$ cat config.mk
export PLATFORM = sky130hd
export DESIGN_NAME = euler_path_finder
export DESIGN_NICKNAME = d
export VERILOG_FILES = /design/src/rtl/core/epf_pkg.sv /design/src/rtl/core/euler_path_finder.sv
export SDC_FILE = /design/constraint.sdc
export NUM_CORES = 1
export LEC_CHECK = 0
export ABC_AREA = 1
export BUFFER_PORTS_ARGS = -buffer_cell sky130_fd_sc_hd__buf_2
export CELL_PAD_IN_SITES_DETAIL_PLACEMENT = 2
export CELL_PAD_IN_SITES_GLOBAL_PLACEMENT = 2
export CORE_UTILIZATION = 44
export CTS_BUF_LIST = sky130_fd_sc_hd__clkbuf_2
export CTS_CLUSTER_SIZE = 8
export DETAILED_ROUTE_END_ITERATION = 16
export PLACE_DENSITY = 0.86
export REMOVE_ABC_BUFFERS = 1
export SLEW_MARGIN = 20
export SYNTH_ARGS = -nofsm -noshare
export SYNTH_HDL_FRONTEND = slang
export SYNTH_SLANG_ARGS = --single-unit
$ cat constraint.sdc
create_clock -name i_clk -period 5.1 [get_ports i_clk]
set_clock_uncertainty 0.2 [all_clocks]
set_input_delay 0.51 -clock i_clk [delete_from_list [all_inputs] [get_ports i_clk]]
set_output_delay 0.51 -clock i_clk [all_outputs]
set_load 0.02 [all_outputs]
$ cat src/rtl/core/epf_pkg.sv
// shared codes and field widths for the euler path finder
`timescale 1ns / 1ps
`default_nettype none

package epf_pkg;

    // width of a node field on either stream
    localparam int FIELD_W = 4;

    // operation codes carried in the input tuser
    localparam logic OP_ADD  = 1'b0;
    localparam logic OP_FIND = 1'b1;

    // result status codes carried in the output tuser
    localparam logic STATUS_OK      = 1'b0;
    localparam logic STATUS_NO_PATH = 1'b1;

endpackage

`default_nettype wire

$ cat src/rtl/core/euler_path_finder.sv
// euler path finder: edge loader, parity scan, stack walk and path emitter
`timescale 1ns / 1ps
`default_nettype none

// Loads undirected edges into an adjacency bit matrix and, on a find
// transaction, emits an Eulerian path by Hierholzer's walk, lowest neighbor
// first. The matrix sits in a simple dual-port synchronous memory (one read,
// one write per cycle) with a valid bit per row, so a row never written reads
// as zero and the whole graph clears through the valid bits at the end of every find. The
// walk stack and the path share a second memory. An add transaction is
// accepted, then does a read-modify-write of each endpoint's row. A find
// is accepted, scans the degree parities of all MAX_NODES nodes, walks
// edges and pops vertices into the path, then emits the path vertices,
// holding each one while the output is not taken.
// The output register lets the next transaction enter while the final
// result still waits. Adds beyond MAX_EDGES since the last find, or with an
// endpoint of MAX_NODES or more, are dropped; a wrong odd-node count gives
// one result with status set.
module euler_path_finder #(
    parameter int MAX_NODES = 16,
    parameter int MAX_EDGES = 32
) (
    input  wire logic       i_clk,
    input  wire logic       i_rst_n,
    // input stream
    input  wire logic       i_s_axis_tvalid,
    output logic            o_s_axis_tready,
    input  wire logic [7:0] i_s_axis_tdata,   // node_u [3:0], node_v [7:4]
    input  wire logic       i_s_axis_tuser,   // operation [0]
    // result stream
    output logic            o_m_axis_tvalid,
    input  wire logic       i_m_axis_tready,
    output logic      [7:0] o_m_axis_tdata,   // vertex [3:0], zero [7:4]
    output logic            o_m_axis_tuser,   // status [0]
    output logic            o_m_axis_tlast
);

    localparam int FW    = epf_pkg::FIELD_W;
    localparam int NW    = $clog2(MAX_NODES);
    localparam int IW    = (NW > FW) ? NW : FW;
    localparam int DEPTH = MAX_EDGES + 1;
    localparam int DW    = $clog2(DEPTH + 1);
    localparam int LCW   = $clog2(MAX_EDGES + 1);
    localparam int WAW   = $clog2(2 * DEPTH);

    typedef logic [MAX_NODES-1:0] t_row;
    typedef logic [NW-1:0]        t_node;

    localparam t_row ROW_ONE = t_row'(1);

    typedef enum logic [3:0] {
        S_IDLE,
        S_ADD_U,
        S_ADD_V,
        S_SCAN,
        S_FAIL,
        S_W_READ,
        S_W_EVAL,
        S_W_CLR,
        S_W_POP,
        S_E_READ,
        S_E_LOAD
    } t_state;

    // one-hot row mask of a node
    function automatic t_row f_bit(input t_node idx);
        return ROW_ONE << idx;
    endfunction

    // lowest set bit of a row
    function automatic t_node f_lowest(input t_row row);
        t_node idx;
        idx = '0;
        for (int j = MAX_NODES - 1; j >= 0; j--) begin
            if (row[j]) begin
                idx = NW'(j);
            end
        end
        return idx;
    endfunction

    // state and registered outputs
    t_state            r_state, n_state;
    t_node             r_u, n_u;
    t_node             r_v, n_v;
    logic [LCW-1:0]    r_lc, n_lc;
    t_row              r_parity, n_parity;
    t_row              r_valid, n_valid;
    t_node             r_scan, n_scan;
    logic [1:0]        r_odd, n_odd;
    t_node             r_start, n_start;
    t_node             r_top, n_top;
    t_node             r_w, n_w;
    t_node             r_prev, n_prev;
    logic [DW-1:0]     r_depth, n_depth;
    logic [DW-1:0]     r_plen, n_plen;
    logic [DW-1:0]     r_eidx, n_eidx;
    logic              r_out_valid, n_out_valid;
    logic [FW-1:0]     r_out_vertex, n_out_vertex;
    logic              r_out_status, n_out_status;
    logic              r_out_last, n_out_last;

    // adjacency memory ports
    t_row              adj_mem [MAX_NODES];
    logic              adj_we, adj_re;
    t_node             adj_waddr, adj_raddr;
    t_row              adj_wdata;
    t_row              r_adj_q;
    logic              r_adj_qv;

    // walk memory ports: stack in the lower half, path in the upper half
    t_node             wk_mem [2*DEPTH];
    logic              wk_we, wk_re;
    logic [WAW-1:0]    wk_waddr, wk_raddr;
    t_node             wk_wdata;
    t_node             r_wk_q;

    // input field decode
    logic [FW-1:0]     in_u4, in_v4;
    logic [IW-1:0]     in_u_ext, in_v_ext;
    t_node             in_u, in_v;
    logic              in_ok;

    // working values
    t_row              adj_row;
    t_node             nb;
    logic              out_free;
    logic [IW-1:0]     wk_q_ext;
    logic [WAW-1:0]    path_base;

    assign in_u4    = i_s_axis_tdata[3:0];
    assign in_v4    = i_s_axis_tdata[7:4];
    assign in_u_ext = IW'(in_u4);
    assign in_v_ext = IW'(in_v4);
    assign in_u     = in_u_ext[NW-1:0];
    assign in_v     = in_v_ext[NW-1:0];
    assign in_ok    = (32'(in_u4) < MAX_NODES) && (32'(in_v4) < MAX_NODES)
                      && (32'(r_lc) < MAX_EDGES);

    assign adj_row   = r_adj_qv ? r_adj_q : '0;
    assign nb        = f_lowest(adj_row);
    assign out_free  = !r_out_valid || i_m_axis_tready;
    assign wk_q_ext  = IW'(r_wk_q);
    assign path_base = WAW'(DEPTH);

    assign o_s_axis_tready = (r_state == S_IDLE);
    assign o_m_axis_tvalid = r_out_valid;
    assign o_m_axis_tdata  = {4'b0000, r_out_vertex};
    assign o_m_axis_tuser  = r_out_status;
    assign o_m_axis_tlast  = r_out_last;

    // next-state and memory control
    always_comb begin
        n_state      = r_state;
        n_u          = r_u;
        n_v          = r_v;
        n_lc         = r_lc;
        n_parity     = r_parity;
        n_valid      = r_valid;
        n_scan       = r_scan;
        n_odd        = r_odd;
        n_start      = r_start;
        n_top        = r_top;
        n_w          = r_w;
        n_prev       = r_prev;
        n_depth      = r_depth;
        n_plen       = r_plen;
        n_eidx       = r_eidx;
        n_out_valid  = r_out_valid && !i_m_axis_tready;
        n_out_vertex = r_out_vertex;
        n_out_status = r_out_status;
        n_out_last   = r_out_last;
        adj_we       = 1'b0;
        adj_waddr    = r_top;
        adj_wdata    = adj_row;
        adj_re       = 1'b0;
        adj_raddr    = r_top;
        wk_we        = 1'b0;
        wk_waddr     = WAW'(r_depth);
        wk_wdata     = r_top;
        wk_re        = 1'b0;
        wk_raddr     = path_base + WAW'(r_eidx);

        unique case (r_state)
            S_IDLE: begin
                if (i_s_axis_tvalid) begin
                    if (i_s_axis_tuser == epf_pkg::OP_ADD) begin
                        if (in_ok) begin
                            n_u       = in_u;
                            n_v       = in_v;
                            n_parity  = r_parity ^ f_bit(in_u) ^ f_bit(in_v);
                            n_lc      = r_lc + LCW'(1);
                            adj_re    = 1'b1;
                            adj_raddr = in_u;
                            n_state   = S_ADD_U;
                        end
                    end else begin
                        n_scan  = '0;
                        n_odd   = '0;
                        n_start = '0;
                        n_state = S_SCAN;
                    end
                end
            end

            // set bit v in row u, then fetch row v
            S_ADD_U: begin
                adj_we    = 1'b1;
                adj_waddr = r_u;
                adj_wdata = adj_row | f_bit(r_v);
                adj_re    = 1'b1;
                adj_raddr = r_v;
                n_state   = S_ADD_V;
            end

            S_ADD_V: begin
                adj_we    = 1'b1;
                adj_waddr = r_v;
                adj_wdata = adj_row | f_bit(r_u);
                n_state   = S_IDLE;
            end

            // count odd nodes, saturating, and keep the highest one
            S_SCAN: begin
                if (r_parity[r_scan]) begin
                    n_start = r_scan;
                    if (r_odd != 2'd3) begin
                        n_odd = r_odd + 2'd1;
                    end
                end
                n_scan = r_scan + NW'(1);
                if (r_scan == NW'(MAX_NODES - 1)) begin
                    if (n_odd == 2'd1 || n_odd == 2'd3) begin
                        n_state = S_FAIL;
                    end else begin
                        wk_we    = 1'b1;
                        wk_waddr = '0;
                        wk_wdata = n_start;
                        n_top    = n_start;
                        n_depth  = DW'(1);
                        n_plen   = '0;
                        n_state  = S_W_READ;
                    end
                end
            end

            S_FAIL: begin
                if (out_free) begin
                    n_out_valid  = 1'b1;
                    n_out_vertex = '0;
                    n_out_status = epf_pkg::STATUS_NO_PATH;
                    n_out_last   = 1'b1;
                    n_parity     = '0;
                    n_valid      = '0;
                    n_lc         = '0;
                    n_state      = S_IDLE;
                end
            end

            S_W_READ: begin
                adj_re    = 1'b1;
                adj_raddr = r_top;
                n_state   = S_W_EVAL;
            end

            // take the lowest neighbor or pop the top into the path
            S_W_EVAL: begin
                if (adj_row != '0) begin
                    adj_we    = 1'b1;
                    adj_waddr = r_top;
                    adj_wdata = adj_row & ~f_bit(nb);
                    adj_re    = 1'b1;
                    adj_raddr = nb;
                    n_w       = nb;
                    n_prev    = r_top;
                    if (32'(r_depth) < DEPTH) begin
                        wk_we    = 1'b1;
                        wk_waddr = WAW'(r_depth);
                        wk_wdata = nb;
                        n_depth  = r_depth + DW'(1);
                        n_top    = nb;
                    end
                    n_state = S_W_CLR;
                end else begin
                    if (32'(r_plen) < DEPTH) begin
                        wk_we    = 1'b1;
                        wk_waddr = path_base + WAW'(r_plen);
                        wk_wdata = r_top;
                        n_plen   = r_plen + DW'(1);
                    end
                    n_depth = r_depth - DW'(1);
                    if (r_depth == DW'(1)) begin
                        n_eidx  = n_plen - DW'(1);
                        n_state = S_E_READ;
                    end else begin
                        wk_re    = 1'b1;
                        wk_raddr = WAW'(r_depth) - WAW'(2);
                        n_state  = S_W_POP;
                    end
                end
            end

            // remove the reverse half of the edge
            S_W_CLR: begin
                adj_we    = 1'b1;
                adj_waddr = r_w;
                adj_wdata = adj_row & ~f_bit(r_prev);
                n_state   = S_W_READ;
            end

            S_W_POP: begin
                n_top   = r_wk_q;
                n_state = S_W_READ;
            end

            // emit the path in reverse pop order
            S_E_READ: begin
                wk_re    = 1'b1;
                wk_raddr = path_base + WAW'(r_eidx);
                n_state  = S_E_LOAD;
            end

            S_E_LOAD: begin
                if (out_free) begin
                    n_out_valid  = 1'b1;
                    n_out_vertex = wk_q_ext[FW-1:0];
                    n_out_status = epf_pkg::STATUS_OK;
                    n_out_last   = (r_eidx == '0);
                    if (r_eidx == '0) begin
                        n_parity = '0;
                        n_valid  = '0;
                        n_lc     = '0;
                        n_state  = S_IDLE;
                    end else begin
                        n_eidx  = r_eidx - DW'(1);
                        n_state = S_E_READ;
                    end
                end
            end

            default: begin
                n_state = S_IDLE;
            end
        endcase

        // a written row becomes valid unless the graph is being cleared
        if (adj_we && (n_valid != '0 || r_valid == '0)) begin
            n_valid[adj_waddr] = 1'b1;
        end
    end

    // state and registered outputs
    always_ff @(posedge i_clk) begin
        if (!i_rst_n) begin
            r_state     <= S_IDLE;
            r_lc        <= '0;
            r_parity    <= '0;
            r_valid     <= '0;
            r_out_valid <= 1'b0;
        end else begin
            r_state     <= n_state;
            r_lc        <= n_lc;
            r_parity    <= n_parity;
            r_valid     <= n_valid;
            r_out_valid <= n_out_valid;
        end
        r_u          <= n_u;
        r_v          <= n_v;
        r_scan       <= n_scan;
        r_odd        <= n_odd;
        r_start      <= n_start;
        r_top        <= n_top;
        r_w          <= n_w;
        r_prev       <= n_prev;
        r_depth      <= n_depth;
        r_plen       <= n_plen;
        r_eidx       <= n_eidx;
        r_out_vertex <= n_out_vertex;
        r_out_status <= n_out_status;
        r_out_last   <= n_out_last;
    end

    // adjacency memory, registered read with row valid
    always_ff @(posedge i_clk) begin
        if (adj_we) begin
            adj_mem[adj_waddr] <= adj_wdata;
        end
        if (adj_re) begin
            r_adj_q  <= adj_mem[adj_raddr];
            r_adj_qv <= r_valid[adj_raddr];
        end
    end

    // walk stack and path memory, registered read
    always_ff @(posedge i_clk) begin
        if (wk_we) begin
            wk_mem[wk_waddr] <= wk_wdata;
        end
        if (wk_re) begin
            r_wk_q <= wk_mem[wk_raddr];
        end
    end

endmodule

`default_nettype wire
==> results of run 1 <==
[worst paths after layout]
check | startpoint | end | slack (ns) | depth (start not counted)
setup / recovery | r_scan[0]$_SDFFCE_PN0P_ | wk_mem[36][0]$_DFFE_PP_ | 0.11 | 18
hold / removal | i_s_axis_tuser | r_state[1]$_SDFFE_PN0P_ | 0.08 | 8
setup reg to reg | r_scan[0]$_SDFFCE_PN0P_ | wk_mem[36][0]$_DFFE_PP_ | 0.11 | 18
hold reg to reg | r_parity[10]$_SDFFE_PN0P_ | r_parity[10]$_SDFFE_PN0P_ | 0.31 | 2
[Yosys cell counts, drive strengths merged, types with 3 or more instances]
library cell  count
o31ai            18
o221ai            4
nor3b             4
ha               13
a21oi            60
inv             349
o22ai             5
a311oi            3
a22oi            14
edfxtp          595
dfxtp            43
nand3           541
o211ai           83
clkbuf           73
nor2            217
or3              16
nand2           592
or2              30
buf              86
nor3             22
o21ai           108
a211oi            9
a21o              6
clkinv            6
a31oi             3
xnor2             3
nor4              9
a221oi            8
xor2             29
nand3b           36
nand4            29
[cell type report]
| type | instances | area [um^2] |
|---|---|---|
| antenna | 6 | 15.0 |
| inverter | 355 | 1340 |
| fill | 6954 | 34100 |
| sequential | 638 | 18700 |
| clock buffer | 239 | 1200 |
| multi-input combinational | 1874 | 9520 |
| timing repair buffer | 141 | 1240 |
| tap | 873 | 1090 |
| clock inverter | 74 | 365 |
[worst register-to-register path, delay by kind of cell, from the launching register on]
family,cells,cell delay [ns]
compound gates,2,0.44
flops,1,0.50
buf+inv,4,0.83
simple gates,12,2.71
[power breakdown]
part	switching, mW	internal [mW]	leakage (nW)
sequential	0.306	7.02	5.73
combinational	6.01	1.83	6.24
clock	2.78	1.36	1.17
[per-layer routing]
layer,GRT usage [%],routed length (um),share of wire [%]
met5,0,0,0
met3,8.06,10500,7.6
met2,66.4,67600,49
met4,25.1,9440,6.8
met1,45.7,50300,36
[logic make-up (layout without fill, tap and decap cells)]
logic type                 count (synthesis)  in the layout  synth area share, %
xor gates and xnor gates                  32             32                0.927
DFF                                      638            638                 61.9
buffers and inverters                    514            809                 7.21
adders and majority gates                 13             13                0.538
AOI/OAI and AO/OA                        328            328                 6.96
other                                      1             10               0.0124
and+or+nand+nor                         1497           1497                 22.4
[registers in the layout, indices dropped and copies added (netlist names), 6 cells and up]
name / count
wk_mem: 264
adj_mem: 256
r_adj_q: 16
r_parity: 16
r_valid: 16
r_depth: 6
r_eidx: 6
r_lc: 6
r_plen: 6
[what timing repair did]
action / CTS / global route
endpoints found under the setup margin: 40 / 220
pin swaps: 0 / 1
setup buffers: 0 / 5
hold endpoints to repair: 81 / 0
hold buffers: 33 / 0
resized for setup: 5 / 25
==> insert_results.sql, run 1 <==
INSERT INTO impl_metrics (metric_group, metric, value, unit) VALUES
('drt', 'post_drt_via_cell_ratio', '6.44', ''),
('drt', 'drc', '0', ''),
('power', 'vdd_drop_max', '0.508', 'mV'),
('placed_design', 'place_area', '31400', 'um^2'),
('worst_setup_path', 'critical_path.cell_chain', 'buf_4 > o21ai_0 > o22ai_1 > nand2_1 > nand2_1 > nand2_1 > nand2_1 > nand2_1 > nand2_1 > nor2_1 > inv_1 > nand3_1 > inv_1 > nor3_2 > nand2_1 > inv_1 > nand2_1 > nor2_1', ''),
('worst_setup_path', 'critical_path_class', 'reg2reg', ''),
('yosys', 'syn_area', '30200', 'um^2'),
('yosys', 'mean_area_per_synthesized_cell', '10.0', 'um^2'),
('worst_setup_path', 'cpLargestDelayFamily', 'simple AND/OR/NAND/NOR gates', ''),
('cells_and_area', 'final_cell_area', '33500', 'um^2'),
('die', 'fp.dieW', '264', 'um'),
('yosys', 'synth_ff_type', 'sky130_fd_sc_hd__edfxtp_1', ''),
('timing', 'worst_pin_slew', '1.11', 'ns'),
('cts', 'number_of_cts_inserted_buffers', '171', ''),
('global_route', 'global_route_wire_length_before_repair', '203000', 'um'),
('yosys', 'synth.yosys.seq_area_share', '61.9', '%'),
('cts', 'clock_latency', '1.55', 'ns'),
('worst_setup_path', 'cp_slowest_stage_delay', '0.67', 'ns'),
('die', 'pin_count', '25', ''),
('timing', 'finalCritPeriodShare', '97.9', '%'),
('timing', 'whs', '0.0848', 'ns'),
('worst_setup_path', 'crit_fanout', '12', ''),
('yosys', 'synth_seq_cells', '638', ''),
('global_route', 'number_of_antenna_violations_at_the_first_check_in_global_routing', '3', ''),
('yosys', 'syn_inst', '3023', ''),
('worst_setup_path', 'cp_data_required_time', '6.01', 'ns'),
('drt', 'routed_wirelength', '138000', 'um'),
('drt', 'vias', '27000', ''),
('yosys', 'synth.yosys.warnings', '0', ''),
('cts', 'tritoncts_num_sinks', '638', ''),
('cts', 'clkSlewWorstSetupHoldPaths', '0.18', 'ns'),
('global_route', 'grtUsageTotal', '39.4', '%'),
('power', 'pwr_density_cell', '576', 'nW/um^2'),
('cts', 'clk_root_buffer_cell', 'sky130_fd_sc_hd__clkbuf_2', ''),
('global_route', 'maximum_number_of_pins_on_one_net_before_global_route_repair', '124', ''),
('cells_and_area', 'finalNetCount', '3207', ''),
('power', 'p_leak', '13.1', 'nW'),
('die', 'core_area', '67600', 'um^2'),
('placed_design', 'gp_congestion', '0.913', ''),
('cells_and_area', 'most-common-layout-cells', 'sky130_fd_sc_hd__edfxtp_1, sky130_fd_sc_hd__nand2_1, sky130_fd_sc_hd__nand3_1', ''),
('cells_and_area', 'instances_no_fill', '4200', ''),
('yosys', 'synth_edf_count', '595', ''),
('flow_run', 'drv_cap', '0', ''),
('drt', 'detailed_routing_iterations_pass_1', '5', ''),
('global_route', 'grt-ovfl-total', '0', ''),
('cells_and_area', 'drive_above_1_share', '13.8', '%'),
('drt', 'post_drt_wl_per_cell', '32.8', 'um'),
('placed_design', 'buffer_ports.inserted', '20', ''),
('worst_setup_path', 'worstPathArrival', '5.90', 'ns'),
('worst_setup_path', 'cp_num_buf_inv', '4', ''),
('timing', 'final_max_slew_viol_count', '0', ''),
('worst_hold_path', 'min-delay-path-class', 'in2reg', ''),
('yosys', 'netlist.top_cell.by_area', 'sky130_fd_sc_hd__edfxtp_1', ''),
('timing', 'finalWorstSetupSlack', '0.109', 'ns'),
('yosys', 'proportion_of_netlist_area_held_by_the_largest_area_contributor', '59.1', '%'),
('status', 'status', 'completed', ''),
('timing', 'hold_viol_final', '0', ''),
('timing', 'timing.fmax', '0.200', 'GHz'),
('timing', 'setup_tns', '0', 'ns'),
('yosys', 'synth_cell_type_count', '60', ''),
('yosys', 'post_synthesis_async_set_or_reset_flop_share', '0', '%'),
('timing', 'rsz0062_at_grt', 'no', ''),
('cells_and_area', 'finish.utilization', '49.5', '%'),
('worst_setup_path', 'critPathMostFrequentCell', 'sky130_fd_sc_hd__nand2_1', ''),
('placed_design', 'place.detailed.hpwl', '68800', 'um'),
('power', 'report.power.total', '19.3', 'mW'),
('die', 'rows', '95', ''),
('timing', 'period_minus_ws_final', '4.99', 'ns'),
('worst_setup_path', 'setup.worst_path.end_class', 'flip-flop', ''),
('drt', 'antenna_violating_nets_post_route', '0', ''),
('die', 'die_h', '264', 'um');
No activity file was read; power rests on OpenSTA's default activity.
==> inputs of run 2 (changes only) <==
--- a/config.mk
+++ b/config.mk
@@ -14,6 +14,7 @@
 export CTS_CLUSTER_SIZE = 8
 export DETAILED_ROUTE_END_ITERATION = 16
 export PLACE_DENSITY = 0.86
+export RECOVER_POWER = 25
 export REMOVE_ABC_BUFFERS = 1
 export SLEW_MARGIN = 20
 export SYNTH_ARGS = -nofsm -noshare
==> run 2 against run 1 <==
  * Maximum frequency shrank 1.9%
  * Hold slack lost 0.017 ns
  * Global-route usage is the same
  * Critical path type unchanged
  * Largest cell class unchanged
==> insert_results.sql, run 2 (synthesized netlist as in run 1, its figures left out) <==
INSERT INTO impl_metrics (metric_group, metric, value, unit) VALUES
('status', 'status', 'completed', ''),
('global_route', 'global_route_wire_length_before_repair', '203000', 'um'),
('cts', 'number_of_cts_inserted_buffers', '171', ''),
('cells_and_area', 'most-common-layout-cells', 'sky130_fd_sc_hd__edfxtp_1, sky130_fd_sc_hd__nand2_1, sky130_fd_sc_hd__nand3_1', ''),
('cts', 'cts_max_level', '4', ''),
('global_route', 'number_of_antenna_violations_at_the_first_check_in_global_routing', '3', ''),
('placed_design', 'place_area', '31400', 'um^2'),
('cts', 'clk_root_buffer_cell', 'sky130_fd_sc_hd__clkbuf_2', ''),
('die', 'die_h', '264', 'um'),
('cts', 'clock_tree.buffer_depth', '3', ''),
('worst_setup_path', 'critical_path.cell_chain', 'nand2_2 > inv_1 > nor2_1 > nand3_1 > nor2_1 > nand2_4 > nor2_8 > inv_1 > nor2_1 > inv_1 > o21ai_1 > nor2_1 > nor2_1 > nand2_1 > nor2_1', ''),
('cells_and_area', 'layout_top_registers', 'wk_mem x264, adj_mem x256', ''),
('worst_setup_path', 'cp_data_required_time', '5.99', 'ns'),
('timing', 'setup_violations', '0', ''),
('cells_and_area', 'drive_above_1_share', '13.3', '%'),
('worst_setup_path', 'critical_path_class', 'reg2reg', ''),
('global_route', 'grt_pass1_vias', '29700', ''),
('power', 'report.power.total', '19.3', 'mW'),
('cts', 'clock_latency', '1.52', 'ns'),
('die', 'floorplan.die_area', '69800', 'um^2'),
('worst_setup_path', 'setup.worst_path.end_class', 'flip-flop', ''),
('timing', 'period_minus_ws_final', '5.09', 'ns'),
('power', 'pwr_density_cell', '576', 'nW/um^2'),
('timing', 'finalWorstSetupSlack', '0.0136', 'ns'),
('power', 'p_leak', '13.1', 'nW'),
('global_route', 'grtUsageTotal', '39.4', '%'),
('drt', 'initialDrtViolationCount', '2749', ''),
('cts', 'clkSlewWorstSetupHoldPaths', '0.17', 'ns'),
('die', 'fp.dieW', '264', 'um'),
('cts', 'tritoncts', 'done', ''),
('drt', 'vias', '27000', ''),
('global_route', 'grt-ovfl-total', '0', ''),
('timing', 'worst_pin_slew', '1.21', 'ns'),
('cells_and_area', 'instances_no_fill', '4197', ''),
('cells_and_area', 'largest_reg_flops', '264', ''),
('drt', 'drc', '0', ''),
('cells_and_area', 'final_cell_area', '33400', 'um^2'),
('timing', 'final_max_slew_viol_count', '0', ''),
('worst_setup_path', 'cpLargestDelayFamily', 'simple AND/OR/NAND/NOR gates', ''),
('cells_and_area', 'fillers', '6968', ''),
('power', 'vdd_drop_max', '0.506', 'mV'),
('placed_design', 'buffer_ports.inserted', '20', ''),
('timing', 'slew-limit-headroom', '19.2', '%'),
('drt', 'routed_wirelength', '138000', 'um'),
('timing', 'finalCritPeriodShare', '99.7', '%'),
('die', 'core_area', '67600', 'um^2'),
('die', 'start_util', '44.7', '%'),
('worst_setup_path', 'critical_path.slowest_cell', 'sky130_fd_sc_hd__nor2_1', ''),
('die', 'pin_count', '25', ''),
('timing', 'hold_viol_final', '0', ''),
('drt', 'detailed_routing_iterations_pass_1', '6', ''),
('global_route', 'maximum_number_of_pins_on_one_net_before_global_route_repair', '124', ''),
('drt', 'post_drt_wl_per_cell', '32.8', 'um'),
('drt', 'post_drt_via_cell_ratio', '6.43', ''),
('timing', 'timing.fmax', '0.197', 'GHz'),
('cells_and_area', 'finalNetCount', '3207', ''),
('cells_and_area', 'synthToLayoutAreaGrowth', '10.6', '%'),
('cells_and_area', 'layout.cells.most_common', 'sky130_fd_sc_hd__edfxtp_1', ''),
('cts', 'tritoncts_num_sinks', '638', ''),
('worst_setup_path', 'cp_slowest_stage_delay', '0.67', 'ns'),
('placed_design', 'dpl.cell_count', '3843', ''),
('flow_run', 'drv_cap', '0', ''),
('placed_design', 'post-place-ws', '0.370', 'ns'),
('worst_setup_path', 'worstPathArrival', '5.98', 'ns'),
('drt', 'antenna_violating_nets_post_route', '0', ''),
('cells_and_area', 'registers.top_by_ff_count', 'wk_mem', ''),
('worst_setup_path', 'critPathMostFrequentCell', 'sky130_fd_sc_hd__nor2_1', ''),
('placed_design', 'place.detailed.hpwl', '68800', 'um'),
('timing', 'setup_tns', '0', 'ns'),
('die', 'rows', '95', ''),
('worst_setup_path', 'crit_fanout', '8', ''),
('worst_setup_path', 'cp_num_buf_inv', '3', ''),
('worst_setup_path', 'setup.worst_path.start_class', 'flip-flop', ''),
('worst_hold_path', 'min-delay-path-class', 'in2reg', ''),
('placed_design', 'gp_congestion', '0.913', '');
[run 2: per-layer routing]
layer  vias to the layer above  track usage, %  wire length [um]
li1                      10900               -                 -
met1                     13700            45.7             50400
met2                      1719            66.4             67600
met3                       630            8.06             10300
met4                         0            25.1              9480
met5                         -               0                 0
[run 2: path summary, 6_finish.rpt]
| kind | from | to | slack [ns] | cells after the start |
|---|---|---|---|---|
| max | r_adj_q[9]$_DFFE_PP_ | wk_mem[36][0]$_DFFE_PP_ | 0.01 | 15 |
| min | i_s_axis_tuser | r_state[1]$_SDFFE_PN0P_ | 0.07 | 8 |
| max reg2reg | r_adj_q[9]$_DFFE_PP_ | wk_mem[36][0]$_DFFE_PP_ | 0.01 | 15 |
| min reg2reg | r_parity[10]$_SDFFE_PN0P_ | r_parity[10]$_SDFFE_PN0P_ | 0.31 | 2 |
[run 2: stage by stage]
stage	utilization [%]	hold slack [ns]
after floorplan	-	0.250
after global placement	46.5	0.273
after detailed placement	46.5	0.284
after CTS	49.3	0.0293
after global routing	49.4	0.165
final	49.5	0.0682
[run 2: worst min-delay path: stages]
cell                            delay, ns
sky130_fd_sc_hd__dlygate4sd3_1       0.54
sky130_fd_sc_hd__buf_2               0.13
sky130_fd_sc_hd__inv_1               0.12
sky130_fd_sc_hd__nor2_1              0.08
sky130_fd_sc_hd__inv_1               0.09
sky130_fd_sc_hd__nand3_1             0.10
sky130_fd_sc_hd__nand2_1             0.07
sky130_fd_sc_hd__a21oi_1             0.06
[run 2: cell type report]
class | count | area (um^2) | area share, %
Sequential cell | 638 | 18700 | 56.0
Multi-Input combinational cell | 1874 | 9510 | 28.4
Inverter | 355 | 1340 | 4.01
Timing Repair Buffer | 141 | 1210 | 3.62
Clock buffer | 239 | 1200 | 3.58
Tap cell | 873 | 1090 | 3.27
Clock inverter | 74 | 365 | 1.09
Antenna cell | 3 | 7.51 | 0.0224
[run 2: timing repair]
item | 4_1_cts | 5_1_grt
endpoints found under the setup margin | 40 | 220
resized for setup | 5 | 25
pin swaps | 0 | 1
buffers inserted | 0 | 5
hold buffers | 33 | 0
hold endpoints to repair | 81 | 0
[run 2: where the power goes]
group | internal [mW] | leakage, nW | switching [mW] | total [mW]
registers | 7.02 | 5.73 | 0.303 | 7.32
logic | 1.81 | 6.20 | 5.99 | 7.80
clock network | 1.36 | 1.17 | 2.78 | 4.14
